==> src/design/clcc_pkg.sv <==
`default_nettype none

package clcc_pkg;

	// Default width of one display row, in character cells.
	localparam int ROW_COLUMNS_DEF = 16;

	// Display-memory start addresses of the two rows.
	localparam logic [6:0] ROW0_BASE = 7'h00;
	localparam logic [6:0] ROW1_BASE = 7'h40;

	// Character codes with a cursor-movement meaning.
	localparam logic [7:0] CHR_TAB   = 8'h09;
	localparam logic [7:0] CHR_LF    = 8'h0A;
	localparam logic [7:0] CHR_VT    = 8'h0B;
	localparam logic [7:0] CHR_FF    = 8'h0C;
	localparam logic [7:0] CHR_CR    = 8'h0D;
	localparam logic [7:0] CHR_SPACE = 8'h20;

	// LCD command kinds.
	typedef enum logic [1:0] {
		KIND_PLACE = 2'd0,
		KIND_WRITE = 2'd1,
		KIND_HOME  = 2'd2
	} cmd_kind_t;

	// Source of the command value presented by the datapath.
	typedef enum logic [2:0] {
		VAL_SPACE,
		VAL_OTHER_ROW,
		VAL_TAB,
		VAL_ZERO,
		VAL_BASE,
		VAL_CODE
	} val_sel_t;

	// Controller sequence states.
	typedef enum logic [2:0] {
		S_IDLE,
		S_PAD,
		S_ROW,
		S_TAB,
		S_HOME,
		S_CR,
		S_WRAP,
		S_WRITE
	} state_t;

	// Commands from the controller to the datapath.
	typedef struct packed {
		logic     load;
		val_sel_t sel;
		logic     advance;
		logic     rebase;
		logic     commit;
	} ctl_t;

	// Status from the datapath to the controller.
	typedef struct packed {
		logic cur_full;
		logic pad_last;
	} sts_t;

endpackage

`default_nettype wire

==> src/design/clcc_dpath.sv <==
`default_nettype none

module clcc_dpath #(
	parameter int ROW_COLUMNS = clcc_pkg::ROW_COLUMNS_DEF
) (
	input  wire logic          clk,
	input  wire logic          arst_n,
	input  wire logic [7:0]    char_code,
	input  wire clcc_pkg::ctl_t ctl,
	output clcc_pkg::sts_t     sts,
	output logic [7:0]         cmd_value
);

	logic [6:0] cursor_q;
	logic [7:0] work_q;
	logic [7:0] code_q;
	logic       row_q;

	logic [7:0] cur_limit;
	logic [7:0] row_limit;
	logic [6:0] row_base;
	logic [7:0] work_inc;
	logic [6:0] tab_addr;
	logic [6:0] other_row;
	logic [6:0] next_cursor;

	// Row limits: row start plus the row width, eight bits wide so that a
	// full-width second row reaches 128 without overflow.
	assign cur_limit = {1'b0, cursor_q[6], 6'b0} + 8'(ROW_COLUMNS);
	assign row_limit = {1'b0, row_q, 6'b0} + 8'(ROW_COLUMNS);
	assign row_base  = row_q ? clcc_pkg::ROW1_BASE : clcc_pkg::ROW0_BASE;
	assign work_inc  = work_q + 8'd1;

	// Tab target wraps to the row start once it reaches the row end.
	assign tab_addr  = ({1'b0, work_inc[6:0]} >= row_limit) ? row_base : work_inc[6:0];
	assign other_row = work_q[6] ? clcc_pkg::ROW0_BASE : clcc_pkg::ROW1_BASE;

	assign sts.cur_full = {1'b0, cursor_q} >= cur_limit;
	assign sts.pad_last = work_inc >= row_limit;

	// Command value and the cursor that the final command leaves behind.
	always_comb begin
		cmd_value   = 8'h00;
		next_cursor = clcc_pkg::ROW0_BASE;
		unique case (ctl.sel)
			clcc_pkg::VAL_SPACE: begin
				cmd_value   = clcc_pkg::CHR_SPACE;
				next_cursor = work_inc[6:0];
			end
			clcc_pkg::VAL_OTHER_ROW: begin
				cmd_value   = {1'b0, other_row};
				next_cursor = other_row;
			end
			clcc_pkg::VAL_TAB: begin
				cmd_value   = {1'b0, tab_addr};
				next_cursor = tab_addr;
			end
			clcc_pkg::VAL_ZERO: begin
				cmd_value   = 8'h00;
				next_cursor = clcc_pkg::ROW0_BASE;
			end
			clcc_pkg::VAL_BASE: begin
				cmd_value   = {1'b0, row_base};
				next_cursor = row_base;
			end
			clcc_pkg::VAL_CODE: begin
				cmd_value   = code_q;
				next_cursor = work_inc[6:0];
			end
			default: begin
				cmd_value   = 8'h00;
				next_cursor = clcc_pkg::ROW0_BASE;
			end
		endcase
	end

	// Cursor address, the only state kept between words.
	always_ff @(posedge clk or negedge arst_n) begin
		if (!arst_n) begin
			cursor_q <= clcc_pkg::ROW0_BASE;
		end else if (ctl.commit) begin
			cursor_q <= next_cursor;
		end
	end

	// Working copy of the address and the latched character.
	always_ff @(posedge clk) begin
		if (ctl.load) begin
			code_q <= char_code;
			work_q <= {1'b0, cursor_q};
			row_q  <= cursor_q[6];
		end else if (ctl.advance) begin
			work_q <= work_inc;
		end else if (ctl.rebase) begin
			work_q <= {1'b0, row_base};
		end
	end

	// Form feed always leaves the cursor at home.
	a_home_zero: assert property (@(posedge clk) disable iff (!arst_n)
		(ctl.commit && ctl.sel == clcc_pkg::VAL_ZERO) |=> (cursor_q == clcc_pkg::ROW0_BASE))
		else $error("cursor not at home after form feed");

endmodule

`default_nettype wire

==> src/design/clcc_ctrl.sv <==
`default_nettype none

module clcc_ctrl (
	input  wire logic          clk,
	input  wire logic          arst_n,
	input  wire logic [7:0]    char_code,
	input  wire logic          in_valid,
	output logic               in_ready,
	output logic               out_valid,
	input  wire logic          out_ready,
	output logic [1:0]         cmd_kind,
	output logic               last_cmd,
	input  wire clcc_pkg::sts_t sts,
	output clcc_pkg::ctl_t     ctl
);

	clcc_pkg::state_t state_q;
	clcc_pkg::state_t state_d;
	logic             out_acc;

	assign out_acc = out_valid && out_ready;

	// State register.
	always_ff @(posedge clk or negedge arst_n) begin
		if (!arst_n) begin
			state_q <= clcc_pkg::S_IDLE;
		end else begin
			state_q <= state_d;
		end
	end

	// Next state, handshake and datapath commands. Input is ready only when
	// idle and a command is offered in every other state, so the handshake
	// terms reduce to the other side's signal.
	always_comb begin
		state_d     = state_q;
		in_ready    = 1'b0;
		out_valid   = 1'b1;
		cmd_kind    = clcc_pkg::KIND_PLACE;
		last_cmd    = 1'b1;
		ctl.load    = 1'b0;
		ctl.sel     = clcc_pkg::VAL_ZERO;
		ctl.advance = 1'b0;
		ctl.rebase  = 1'b0;
		ctl.commit  = 1'b0;
		unique case (state_q)
			clcc_pkg::S_IDLE: begin
				in_ready  = 1'b1;
				out_valid = 1'b0;
				last_cmd  = 1'b0;
				ctl.load  = in_valid;
				if (in_valid) begin
					priority if (char_code == clcc_pkg::CHR_TAB) begin
						state_d = clcc_pkg::S_TAB;
					end else if (char_code == clcc_pkg::CHR_LF) begin
						state_d = sts.cur_full ? clcc_pkg::S_ROW : clcc_pkg::S_PAD;
					end else if (char_code == clcc_pkg::CHR_VT) begin
						state_d = clcc_pkg::S_ROW;
					end else if (char_code == clcc_pkg::CHR_FF) begin
						state_d = clcc_pkg::S_HOME;
					end else if (char_code == clcc_pkg::CHR_CR) begin
						state_d = clcc_pkg::S_CR;
					end else begin
						state_d = sts.cur_full ? clcc_pkg::S_WRAP : clcc_pkg::S_WRITE;
					end
				end
			end
			clcc_pkg::S_PAD: begin
				cmd_kind    = clcc_pkg::KIND_WRITE;
				last_cmd    = 1'b0;
				ctl.sel     = clcc_pkg::VAL_SPACE;
				ctl.advance = out_ready;
				if (out_ready && sts.pad_last) begin
					state_d = clcc_pkg::S_ROW;
				end
			end
			clcc_pkg::S_ROW: begin
				ctl.sel    = clcc_pkg::VAL_OTHER_ROW;
				ctl.commit = out_ready;
				if (out_ready) begin
					state_d = clcc_pkg::S_IDLE;
				end
			end
			clcc_pkg::S_TAB: begin
				ctl.sel    = clcc_pkg::VAL_TAB;
				ctl.commit = out_ready;
				if (out_ready) begin
					state_d = clcc_pkg::S_IDLE;
				end
			end
			clcc_pkg::S_HOME: begin
				cmd_kind   = clcc_pkg::KIND_HOME;
				ctl.sel    = clcc_pkg::VAL_ZERO;
				ctl.commit = out_ready;
				if (out_ready) begin
					state_d = clcc_pkg::S_IDLE;
				end
			end
			clcc_pkg::S_CR: begin
				ctl.sel    = clcc_pkg::VAL_BASE;
				ctl.commit = out_ready;
				if (out_ready) begin
					state_d = clcc_pkg::S_IDLE;
				end
			end
			clcc_pkg::S_WRAP: begin
				last_cmd   = 1'b0;
				ctl.sel    = clcc_pkg::VAL_BASE;
				ctl.rebase = out_ready;
				if (out_ready) begin
					state_d = clcc_pkg::S_WRITE;
				end
			end
			clcc_pkg::S_WRITE: begin
				cmd_kind   = clcc_pkg::KIND_WRITE;
				ctl.sel    = clcc_pkg::VAL_CODE;
				ctl.commit = out_ready;
				if (out_ready) begin
					state_d = clcc_pkg::S_IDLE;
				end
			end
			default: begin
				state_d   = clcc_pkg::S_IDLE;
				out_valid = 1'b0;
			end
		endcase
	end

	// A new character is never taken while a command is being offered.
	a_no_overlap: assert property (@(posedge clk) disable iff (!arst_n)
		!(in_ready && out_valid))
		else $error("input taken while a command is pending");

	// The cursor is updated only together with the final command.
	a_commit_last: assert property (@(posedge clk) disable iff (!arst_n)
		ctl.commit |-> (last_cmd && out_acc))
		else $error("cursor committed before the final command");

	// Accepting the final command always returns the sequencer to idle.
	a_last_idle: assert property (@(posedge clk) disable iff (!arst_n)
		(out_acc && last_cmd) |=> (state_q == clcc_pkg::S_IDLE))
		else $error("sequencer busy after the final command");

endmodule

`default_nettype wire

==> src/design/char_lcd_cursor_controller.sv <==
`default_nettype none

// Channel  | Direction | Handshake            | Word
// input    | in        | in_valid / in_ready  | char_code
// command  | out       | out_valid / out_ready| cmd_kind, cmd_value, last_cmd
//
// One character is taken at a time: a word is accepted only while no command
// is pending. Each command is held until it is accepted; a character causes up
// to ROW_COLUMNS + 1 commands, for a newline at the row start. Reset puts the
// cursor at address 0 and the sequencer idle. A stall on the command side
// holds the current command and keeps the input side waiting.

module char_lcd_cursor_controller #(
	parameter int ROW_COLUMNS = clcc_pkg::ROW_COLUMNS_DEF
) (
	input  wire logic       clk,
	input  wire logic       arst_n,
	input  wire logic [7:0] char_code,
	input  wire logic       in_valid,
	output logic            in_ready,
	output logic [1:0]      cmd_kind,
	output logic [7:0]      cmd_value,
	output logic            last_cmd,
	output logic            out_valid,
	input  wire logic       out_ready
);

	clcc_pkg::ctl_t ctl;
	clcc_pkg::sts_t sts;

	// Command sequencer.
	clcc_ctrl u_ctrl (
		.clk       (clk),
		.arst_n    (arst_n),
		.char_code (char_code),
		.in_valid  (in_valid),
		.in_ready  (in_ready),
		.out_valid (out_valid),
		.out_ready (out_ready),
		.cmd_kind  (cmd_kind),
		.last_cmd  (last_cmd),
		.sts       (sts),
		.ctl       (ctl)
	);

	// Cursor and address datapath.
	clcc_dpath #(
		.ROW_COLUMNS (ROW_COLUMNS)
	) u_dpath (
		.clk       (clk),
		.arst_n    (arst_n),
		.char_code (char_code),
		.ctl       (ctl),
		.sts       (sts),
		.cmd_value (cmd_value)
	);

endmodule

`default_nettype wire

==> config.mk <==
export PLATFORM = sky130hd
export DESIGN_NAME = char_lcd_cursor_controller
export DESIGN_NICKNAME = d
export VERILOG_FILES = /design/src/design/clcc_pkg.sv /design/src/design/clcc_dpath.sv /design/src/design/clcc_ctrl.sv /design/src/design/char_lcd_cursor_controller.sv
export SDC_FILE = /design/constraint.sdc
export NUM_CORES = 1
export LEC_CHECK = 0
export BUFFER_PORTS_ARGS = -buffer_cell sky130_fd_sc_hd__buf_4
export CORE_ASPECT_RATIO = 1.25
export CORE_MARGIN = 8
export CORE_UTILIZATION = 57
export CTS_BUF_LIST = sky130_fd_sc_hd__clkbuf_4
export CTS_CLUSTER_SIZE = 24
export DETAILED_ROUTE_END_ITERATION = 8
export PLACE_DENSITY = 0.9
export SLEW_MARGIN = 20
export SYNTH_ARGS = -nofsm -noshare
export SYNTH_HDL_FRONTEND = slang
export SYNTH_SLANG_ARGS = --single-unit
==> constraint.sdc <==
create_clock -name clk -period 3.7 [get_ports clk]
set_clock_uncertainty 0.1 [all_clocks]
set_input_delay 0.185 -clock clk [delete_from_list [all_inputs] [get_ports clk]]
set_output_delay 0.185 -clock clk [all_outputs]
set_load 0.1 [all_outputs]
; ---- Yosys cells after proc, flatten, opt, wreduce, memory -nomap -nowiden
; Cells that the tools add are included.
; W data, S select, Z words.
[op_classes]
n_addsub = 3
order_cmp = 3
eq_ne = 20
mux = 29
n_reduce_logical = 11
[op_table]
columns = op, n
row1 = $eq A8 B4 Y1 const B, 5
row2 = $pmux W8 S5, 1
row3 = $mux W7, 4
row4 = $pmux W7 S4, 1
row5 = $mux W3, 9
row6 = $eq A3 B3 Y1 const B, 6
row7 = $add A7 B5 Y8 const B, 2
row8 = $ge A7 B8 Y1, 2
row9 = $mux W8, 2
row10 = $pmux W3 S5, 1
row11 = $pmux W3 S4, 1
row12 = $eq A3 B2 Y1 const B, 3
row13 = $add A8 B1 Y8 const B, 1
row14 = $ge A8 B8 Y1, 1
row15 = $mux W1, 8
row16 = $eq A3 B1 Y1 const B, 2
row17 = $logic_not A3 Y1, 2
row18 = $reduce_or A2 Y1, 3
row19 = $reduce_or A5 Y1, 1
row20 = $ne A2 B1 Y1 const B, 2
row21 = $ne A2 B2 Y1 const B, 2
row22 = $pmux W2 S2, 1
row23 = $reduce_and A4 Y1, 1
row24 = $reduce_bool A3 Y1, 1
row25 = other kinds (4), 4
[totals]
register_bits = 27
in_bits = 12
output_inout_bits = 13
elab_cells = 72

; ---- Longest topological paths before layout
; Gate-level depths: netlist (run 1).
[logic_depth]
depth_word = 10
mapped_depth = 10
depth_no_buf = 10

; ---- Cells and area by module
; Synthesis (run 1) repeated with hierarchy kept, for this count alone.
[hier_totals]
hier_cells = 175
hier_area_um2 = 1676.6
[by_module_without_submodules]
columns = mod, instances, cells_per_inst, area_per_inst_um2, seq_area_each_um2
row1 = clcc_dpath, 1, 122, 1278.7, 675.6
row2 = clcc_ctrl, 1, 53, 397.9, 75.1

; ---- Worst setup path after synthesis (run 1)
; No wires, ideal clock.
[synth_timing]
kind = reg2out
startpoint = reg u_dpath.work_q[0]
endpoint = out cmd_value[0]
arrival_time_ns = 4.150
t_required_ns = 3.415
slack_ns = -0.735
path_stages_with_launch = 10
n_path_buf = 0
cell_sequence = edfxtp_1 ha_1 nand4_1 nor2_1 xor2_1 ha_1 nand4bb_1 nor4_1 nor2_1 o21ai_0
[synth_between]
elab_chain_len = 4
[synth_rtl]
columns = element, line_no
row1 = from (decl), clcc_dpath.sv:15  ; logic [7:0] work_q;
row2 = from (signal assigned), clcc_dpath.sv:90  ; work_q <= {1'b0, cursor_q};
row3 = from (signal assigned), clcc_dpath.sv:93  ; work_q <= work_inc;
row4 = from (signal assigned), clcc_dpath.sv:95  ; work_q <= {1'b0, row_base};
row5 = $add A8 B1 Y8 (*), clcc_dpath.sv:32  ; assign work_inc = work_q + 8'd1;
row6 = $ge A7 B8 Y1, clcc_dpath.sv:35  ; assign tab_addr = ({1'b0, work_inc[6:0]} >= row_limit) ? row_base : work_inc[6:0];
row7 = $mux W7 (*), clcc_dpath.sv:35
row8 = $pmux W8 S5 (*), clcc_dpath.sv:45  ; unique case (ctl.sel)
row9 = to (decl), char_lcd_cursor_controller.sv:22  ; output logic [7:0] cmd_value,
; Mark *: on every way between the ends. The rest lies on a longest branch, timed or not.

; ---- Worst setup path after layout (run 1)
[layout_timing]
startpoint = reg u_dpath.work_q[0]
endpoint = out cmd_value[6]
; Same word-level chain as after synthesis.

==> impl_metrics.yaml, run 1 <==
placed_design:
  pre_cts_ws_ns: 0.5463
  placed_area_um2: 1804
  hpwl_um: 3146
  routabilityCongestion: 0.8876
  portBuffers: 24
synth:
  synth_ff_type: "edfxtp_1"
  synth-edff-count: 16
  ys_ff_latch: 27
  syn_area_um2: 1602
  synth_top_area_cell: "edfxtp_1"
  synth-seq-area-share: 0.4688
  syn_avg_cell_area_um2: 9.947
  synthCells: 161
  synth_top_cell_area_share: 0.3000
  async_flop_share: 0.3704
  syn-num-nets: 175
  yosys.cell_types.count: 47
  synth_area_leaders: "edfxtp_1, dfrtp_1, nand2_1"
  yosysWarnings: 0
clock_network:
  cts_inserted_buffers: 3
  cts-htree-levels: 1
  worstSkewPairLatency_ns: 0.35
  tritoncts: "done"
  clock_path_buffers: 2
  cts-root-buf: "clkbuf_4"
  path_clk_slew_ns: 0.16
  clock-sinks: 27
floorplanning:
  ios: 25
  start_util: 0.5976
  die_area_um2: 4773
  die_w_um: 63.41
  core-area_um2: 2680
  chipHeight_um: 75.27
  rows: 21
timing:
  slew_viol_final: 0
  setup_tns_ns: 0
  final-hold-violation-count: 0
  fmax_ghz: 0.2795
  min_period_ns: 3.578
  post-route-period-util: 0.9670
  slew-limit-headroom: 0.6260
  setup_viol: 0
  rsz0062_at_grt: "yes"
  tightest_slew_ns: 0.5590
  setup_slack_ns: 0.1222
critical_path:
  end_kind: "primary output"
  cp.arrival_ns: 3.29
  cp_slowest_stage_delay_ns: 0.52
  cp_max_fo: 8
  r2r-start: "u_dpath.work_q[0]$_DFFE_PP_"
  cp_common_cell: "ha_1"
  critPathBufInv: 1
  critPathLaunchType: "flip-flop"
  crit_type: "reg2out"
  crit_chain: "ha_1, nand4_1, nor2_1, xor2_1, ha_1, nand4bb_1, a21oi_1, or2_1, a221o_1, buf_4"
  ff2ff_path_depth: 10
  crit_cells: 10
  crit_family: "simple AND/OR/NAND/NOR gates"
  crit_required_ns: 3.41
  startpoint: "u_dpath.work_q[0]$_DFFE_PP_"
  slowest_stage: "edfxtp_1"
global_routing:
  grt_pass1_wl_um: 7638
  track_usage: 0.2046
  grt_pass1_vias: 1572
  grt_overflow: 0
  grt_max_degree: 20
  antenna_found_initial: 0
run_status:
  outcome: "finished clean"
power:
  p_per_area_nw_per_um2: 944.8
  peakVddDrop_v: 0.001190
  p_leak_nw: 0.7899
detailed_routing:
  via_count: 1534
  route.detailed.drc: 0
  drt-wirelength-per-cell_um: 20.30
  drtIter0Drc: 138
  ant_nets: 0
  routed_wl_um: 4710
  dr.pass1.iters: 5
  vias_per_cell: 6.612
final_layout:
  num-fill-cells: 179
  layout_common_cells: "buf_4, nand2_1, edfxtp_1, o21ai_0, dfrtp_1"
  utilization: 0.7330
  nNetsFinal: 213
  syn_to_final_growth_pct: 22.66
  design_area_um2: 1964
  layout_commonest_cell: "buf_4"
  drive_gt1_frac: 0.2222
  n_antenna_cell: 0
flow_run:
  maxCapViolations: 0
min_path:
  hp-class: "in2async"
-- repair_timing --
action	in CTS	in global routing
setup endpoints to repair	0	7
gates resized for setup	0	2
buffers inserted	0	4
hold buffers	9	0
endpoints found under the hold margin	18	0
-- layer usage --
metal  vias to the layer above  GRT usage  wire length, µm
li1                        678          -                -
met1                       716     0.2147             1657
met2                       119     0.3668             2351
met3                        21    0.04613              489
met4                         0     0.1290              211
met5                         -          0                0
-- synth_stat cells (all sizes together) (2+ instances only) --
library cell  number
nand2             22
o21ai             18
edfxtp            16
a21oi             11
dfrtp             10
nor2               9
a22o               6
inv                6
buf                5
nor3               5
xor2               5
nand3              4
nor2b              4
and2               3
mux2i              3
nor4               3
a221o              2
ha                 2
nand4              2
o41ai              2
or2                2
-- registers in the layout (all words and copies together), names as in the netlist --
name and cells:
u_ctrl.state_q 3, u_dpath.code_q 8, u_dpath.cursor_q 7, u_dpath.row_q 1, u_dpath.work_q 8
-- kinds of logic after synthesis --
| kind of cell | synth area share |
|---|---|
| buf+inv | 0.03125 |
| fa+ha+maj | 0.01562 |
| flops | 0.4688 |
| xor+xnor | 0.03281 |
| compound gates | 0.2211 |
| mux | 0.02812 |
| simple gates | 0.2023 |
-- report_power, final --
part | total, mW | switching [mW] | internal [mW] | leakage [nW]
Clock | 0.140 | 0.0989 | 0.0416 | 0.0139
Combinational | 1.14 | 0.815 | 0.320 | 0.484
Sequential | 0.580 | 0.140 | 0.440 | 0.292
-- metrics by stage --
step | power, mW | hold slack [ns] | std cells
2_1_floorplan | 1.413 | -0.2106 | 161
4_1_cts | 1.792 | 0.09692 | 228
3_5_place_dp | 1.651 | -0.07041 | 215
5_1_grt | 1.938 | 0.09129 | 232
6_report | 1.856 | 0.09970 | 232
3_3_place_gp | 1.622 | -0.07527 | 215
-- worst reg2reg max path: cells and delay by family (launching register included) --
family                     cells  cell delay, ns
AOI/OAI and AO/OA              3            0.84
xor gates and xnor gates       1            0.33
adders and majority gates      2            0.59
DFF                            1            0.52
and+or+nand+nor                4            0.68
-- cell type report --
| type | instances | area, µm² | area share |
|---|---|---|---|
| multi-input cells | 123 | 807.0 | 0.4108 |
| flip-flops and latches | 27 | 750.7 | 0.3822 |
| repair buffers | 38 | 311.5 | 0.1586 |
| well taps | 34 | 42.54 | 0.02166 |
| clock buffers | 3 | 22.52 | 0.01146 |
| inverters | 6 | 22.52 | 0.01146 |
| clock inverters | 1 | 7.507 | 0.003822 |
-- worst paths after layout --
kind	to	slack (ns)
max reg2reg	u_dpath.cursor_q[6]$_DFFE_PN0P_	0.56
min in group clk	u_dpath.cursor_q[3]$_DFFE_PN0P_	0.21
max in group asynchronous	u_dpath.cursor_q[2]$_DFFE_PN0P_	3.25
min reg2reg	u_dpath.row_q$_DFFE_PP_	0.41
max	cmd_value[6]	0.12
min	u_dpath.cursor_q[5]$_DFFE_PN0P_	0.1
Power figures use the tool's default switching activity.
==> inputs of run 2 (changes only) <==
ABC_AREA = 1   (was not set)
==> run 2 against run 1 <==
  * Synthesized cell count increased by 16%
  * First-iteration DRC count decreased by 38%
  * Combinational power decreased by 6%
  * Total power decreased by 6.7%
  * Area after synthesis decreased by 2.9%
  * Critical path depth increased by 2
  * Critical endpoint is now cmd_value[5]
==> impl_metrics.yaml, run 2 <==
synth:
  syn_avg_cell_area_um2: 8.317
  synth_top_cell_area_share: 0.3089
  yosys.cell_count.top_type: "nand2_1"
  async_flop_share: 0.3704
  synth-seq-area-share: 0.4827
  synthCells: 187
  synth_top_area_cell: "edfxtp_1"
  ys_ff_latch: 27
  synth_area_leaders: "edfxtp_1, dfrtp_1, nand2_1"
  yosysWarnings: 0
  syn_area_um2: 1555
  synth_ff_type: "edfxtp_1"
  synth_common_cells: "nand2_1, inv_1, edfxtp_1, nand3_1, nor2_1"
  synth-edff-count: 16
  yosys.cell_types.count: 29
  syn-num-nets: 201
clock_network:
  path_clk_slew_ns: 0.16
  cts_inserted_buffers: 3
  postCtsResizedCells: 0
  tritoncts: "done"
  cts_setup_buffers: 0
  cts-htree-levels: 1
  clock_path_buffers: 2
  clock-sinks: 27
  ctsHoldBuffers: 9
  worstSkewPairLatency_ns: 0.35
  cts-root-buf: "clkbuf_4"
critical_path:
  cp_max_fo: 7
  crit_type: "reg2out"
  end_kind: "primary output"
  crit_cells: 12
  cp_slowest_stage_delay_ns: 0.52
  r2r-start: "u_dpath.work_q[0]$_DFFE_PP_"
  critPathLaunchType: "flip-flop"
  crit_family: "simple AND/OR/NAND/NOR gates"
  cp.arrival_ns: 3.15
  startpoint: "u_dpath.work_q[0]$_DFFE_PP_"
  crit_chain: "ha_1, nand2_1, inv_1, nand3_1, xor2_1, inv_1, ha_1, or2_2, nand2_2, nand2_4, o211ai_1, buf_4"
  crit_required_ns: 3.41
  reg2reg_setup_slack_ns: 0.94
  critPathBufInv: 3
  ff2ff_path_depth: 13
  crit_path_end: "cmd_value[5]"
  rr_endpoint: "u_dpath.cursor_q[5]$_DFFE_PN0P_"
  slowest_stage: "edfxtp_1"
floorplanning:
  rows: 21
  die_w_um: 62.72
  die_area_um2: 4666
  ios: 25
  start_util: 0.5919
  core-area_um2: 2628
  chipHeight_um: 74.40
final_layout:
  num-fill-cells: 176
  nNetsFinal: 239
  n_antenna_cell: 0
  finalNonFillerCells: 258
  layout_commonest_cell: "nand2_1"
  design_area_um2: 1903
  top_regs: "u_dpath.code_q: 8 flops, u_dpath.work_q: 8 flops, u_dpath.cursor_q: 7 flops"
  layout_common_cells: "nand2_1, buf_4, inv_1, nand3_1, edfxtp_1"
  utilization: 0.7243
  syn_to_final_growth_pct: 22.37
  drive_gt1_frac: 0.2455
power:
  intPower_mw: 0.7280
  p_leak_nw: 0.8634
  p_total_mw: 1.731
  seq_power_share: 0.304
  peakVddDrop_v: 0.0008557
  power_frac_comb: 0.616
  switchingPower_mw: 1.003
  pwr-share-clk: 0.080
  p_per_area_nw_per_um2: 909.7
  p_sw_frac: 0.5795
timing:
  min_period_ns: 3.439
  setup_tns_ns: 0
  setup_viol: 0
  tightest_slew_ns: 0.7744
  post-route-period-util: 0.9296
  final-hold-violation-count: 0
  rsz0062_at_grt: "no"
  fmax_ghz: 0.2908
  slew-limit-headroom: 0.4815
  setup_slack_ns: 0.2606
  slew_viol_final: 0
  hold_slack_ns: 0.07573
detailed_routing:
  wl_met2_um: 2249
  drt-wirelength-per-cell_um: 16.28
  ant_nets: 0
  wl_met1_um: 1498
  drtIter0Drc: 85
  routed_wl_um: 4200
  via_count: 1464
  vias_per_cell: 5.674
  dr.pass1.iters: 4
  route.detailed.drc: 0
  highest_layer: "met4"
  wl_met3_um: 308
global_routing:
  grt_pass1_wl_um: 7024
  track_usage: 0.1895
  grt_pass1_vias: 1565
  grt_overflow: 0
  antenna_found_initial: 0
  grt_max_degree: 17
placed_design:
  routabilityCongestion: 0.9208
  placed_area_um2: 1783
  portBuffers: 24
  hpwl_um: 2964
  dp.cells: 245
  pre_cts_ws_ns: 0.6791
flow_run:
  maxCapViolations: 0
min_path:
  hp-class: "in2async"
run_status:
  outcome: "finished clean"
==> run 2: cell types whose count changed after synthesis, moves of 4 or more <==
cell,before,now
nor2_2,0,5
inv_2,0,6
nor2_1,9,15
o22ai_1,0,4
nand3_1,4,16
nand2_2,0,6
buf_2,4,0
nor2b_1,4,0
inv_1,6,22
a22o_1,6,1
nand2_1,22,41
a21oi_1,9,4
==> run 2: worst min path at each step <==
| stage | startpoint | to | slack (ns) | cells past startpoint |
|---|---|---|---|---|
| after floorplan | arst_n | u_ctrl.state_q[0]$_DFFE_PN0P_ | -0.21 | 0 |
| after global placement | arst_n | u_dpath.cursor_q[0]$_DFFE_PN0P_ | -0.08 | 1 |
| after detailed placement | arst_n | u_dpath.cursor_q[3]$_DFFE_PN0P_ | -0.08 | 1 |
| after CTS | arst_n | u_dpath.cursor_q[0]$_DFFE_PN0P_ | 0.09 | 2 |
| after global routing | arst_n | u_dpath.cursor_q[3]$_DFFE_PN0P_ | 0.1 | 2 |
| final | arst_n | u_dpath.cursor_q[3]$_DFFE_PN0P_ | 0.08 | 2 |
==> run 2: cells by family (layout without fill, tap and decap cells) <==
group           count (synthesis)  count (layout)  synth area share
xor+xnor                        3               3           0.01690
fa+ha+maj                       2               2           0.01609
flops                          27              27            0.4827
buf+inv                        28              65           0.06758
compound gates                 32              32            0.1231
simple gates                   95              95            0.2937
==> run 2: area by class of cell <==
class,instances,area [µm²],area share
Timing Repair Buffer,33,270.3,0.1420
Tap cell,34,42.54,0.02235
Clock inverter,1,7.507,0.003945
Clock buffer,3,22.52,0.01183
Sequential cell,27,750.7,0.3945
Inverter,28,105.1,0.05523
Multi-Input combinational cell,132,704.4,0.3702
==> run 2: power groups by stage <==
| stage | Combinational (mW) | Clock [mW] | Sequential [mW] |
|---|---|---|---|
| 2_1_floorplan | 0.834 | 0 | 0.507 |
| 3_3_place_gp | 1.02 | 0 | 0.524 |
| 5_1_grt | 1.14 | 0.143 | 0.537 |
| 3_5_place_dp | 1.04 | 0 | 0.531 |
| 4_1_cts | 1.05 | 0.133 | 0.524 |
| 6_report | 1.07 | 0.138 | 0.527 |
==> run 2: routing by layer <==
metal | GRT usage | vias to the layer above
met3 | 0.04066 | 17
met2 | 0.3571 | 83
met4 | 0.1218 | 0
met5 | 0 | -
li1 | - | 702
met1 | 0.1868 | 662
==> inputs of run 3 (changes only) <==
ABC_AREA = 0   (was 1)
CORE_ASPECT_RATIO = not set   (was 1.25)
==> run 3 against run 2 <==
  * Combinational power up 6%
  * Largest cell class is now multi-input gates
  * Sequential cell count is the same
  * Highest routed layer unchanged
  * Fmax shrank 3.9%
  * Via count grew 4.8%
  * Register-to-register slack lost 0.38 ns
==> impl_metrics.yaml, run 3 (synthesized netlist as in run 1, its figures left out) <==
timing:
  tightest_slew_ns: 0.5119
  slew_viol_final: 0
  final-hold-violation-count: 0
  min_period_ns: 3.578
  slew-limit-headroom: 0.6575
  rsz0062_at_grt: "yes"
  fmax_ghz: 0.2794
  post-route-period-util: 0.9672
  hold_slack_ns: 0.09825
  setup_viol: 0
floorplanning:
  die_area_um2: 4762
  ios: 25
  start_util: 0.5910
  rows: 19
  die_w_um: 69.01
  core-area_um2: 2710
  chipHeight_um: 69.01
clock_network:
  cts_inserted_buffers: 3
  cts-root-buf: "clkbuf_4"
  clock_path_buffers: 2
  cts-htree-levels: 1
  worstSkewPairLatency_ns: 0.33
  clock-sinks: 27
  path_clk_slew_ns: 0.16
  tritoncts: "done"
global_routing:
  grt_overflow: 0
  grt_pass1_wl_um: 7493
  grt_max_degree: 20
  track_usage: 0.1880
  antenna_found_initial: 0
  grt_pass1_vias: 1515
critical_path:
  cp_max_fo: 6
  critPathLaunchType: "flip-flop"
  end_kind: "primary output"
  crit_required_ns: 3.41
  crit_family: "simple AND/OR/NAND/NOR gates"
  rr_endpoint: "u_dpath.cursor_q[6]$_DFFE_PN0P_"
  r2r-start: "u_dpath.work_q[1]$_DFFE_PP_"
  critPathBufInv: 1
  cp.arrival_ns: 3.29
  crit_type: "reg2out"
  crit_chain: "ha_1, nand4_1, nor2_1, xor2_1, ha_1, nand4bb_1, nor4_2, or2_1, a221o_1, buf_4"
  startpoint: "u_dpath.work_q[1]$_DFFE_PP_"
  cp_slowest_stage_delay_ns: 0.50
  reg2reg_setup_slack_ns: 0.56
  cp_common_cell: "ha_1"
  ff2ff_path_depth: 10
  slowest_stage: "edfxtp_1"
final_layout:
  layout_common_cells: "buf_4, nand2_1, edfxtp_1, o21ai_0, dfrtp_1"
  multi_input_comb_area_um2: 807.0
  num-fill-cells: 195
  layout_commonest_cell: "buf_4"
  n_antenna_cell: 0
  utilization: 0.7138
  syn_to_final_growth_pct: 20.78
  seqCellArea_um2: 750.7
  top_regs: "u_dpath.code_q: 8 flops, u_dpath.work_q: 8 flops, u_dpath.cursor_q: 7 flops"
  drive_gt1_frac: 0.2103
  nNetsFinal: 210
placed_design:
  routabilityCongestion: 1.030
  hpwl_um: 3256
  portBuffers: 24
detailed_routing:
  dr.pass1.iters: 5
  routed_wl_um: 4757
  via_count: 1534
  drt-wirelength-per-cell_um: 21.05
  ant_nets: 0
  drtIter0Drc: 140
  vias_per_cell: 6.788
  route.detailed.drc: 0
power:
  p_per_area_nw_per_um2: 949.3
  p_leak_nw: 0.7745
  peakVddDrop_v: 0.001055
flow_run:
  maxCapViolations: 0
min_path:
  hp-class: "in2async"
run_status:
  outcome: "finished clean"
==> run 3: cell types whose count changed in the layout (fill, tap and decap cells not counted), sizes merged, moves of 5 or more <==
| cell | before | now |
|---|---|---|
| a22o | 1 | 6 |
| a21oi | 4 | 11 |
| nor2 | 22 | 9 |
| nand3 | 17 | 4 |
| nand2 | 49 | 22 |
| inv | 28 | 6 |
==> run 3: how the worst max path moves through the flow <==
stage / end / slack [ns] / cells after the start
global placement: cmd_value[6] / 0.70 / 10
CTS: cmd_value[5] / 0.04 / 10
finish: cmd_value[6] / 0.12 / 10
detailed placement: cmd_value[6] / 0.43 / 10
floorplan: cmd_value[0] / -0.74 / 9
global route: cmd_value[5] / -0.10 / 10
==> run 3: report_power, final <==
part           switching (mW)  internal [mW]  leakage, nW
clock network          0.0933         0.0413       0.0139
logic                   0.821          0.307        0.469
registers               0.134          0.439        0.292
==> run 3: what timing repair did <==
action | CTS | global route
setup endpoints to repair | 0 | 7
buffers inserted | 0 | 1
hold buffers | 9 | 0
gates resized for setup | 0 | 1
endpoints found under the hold margin | 18 | 0
==> run 3: worst register-to-register path, delay by kind of cell, from the launching register on <==
kind / cells / cell delay (ns)
AO/OA/AOI/OAI: 2 / 0.76
AND/OR/NAND/NOR: 5 / 0.81
adder cells (fa/ha/maj): 2 / 0.58
flip-flops: 1 / 0.50
XOR/XNOR: 1 / 0.29
==> run 3: per-stage QoR <==
step	setup TNS [ns]	instance area [µm²]	setup WS, ns	power (mW)	std cells
after floorplan	-2.941	1602	-0.7352	1.413	161
after global placement	0	1800	0.6972	1.624	212
after detailed placement	0	1800	0.4271	1.659	212
after CTS	0	1921	0.03935	1.799	225
after global routing	-0.2297	1934	-0.1010	1.909	226
final	0	1934	0.1215	1.836	226
==> run 3: routing by layer <==
metal,GRT usage,wire [µm]
met1,0.2035,1748
met2,0.3432,2517
met5,0,0
met3,0.03863,365
met4,0.07745,125
==> run 3: cell type report <==
class,instances,area share
clock buffer,3,0.01164
inverter,6,0.01164
timing repair buffer,35,0.1475
sequential,27,0.3881
multi-input combinational,123,0.4172
clock inverter,1,0.003881
tap,31,0.02005
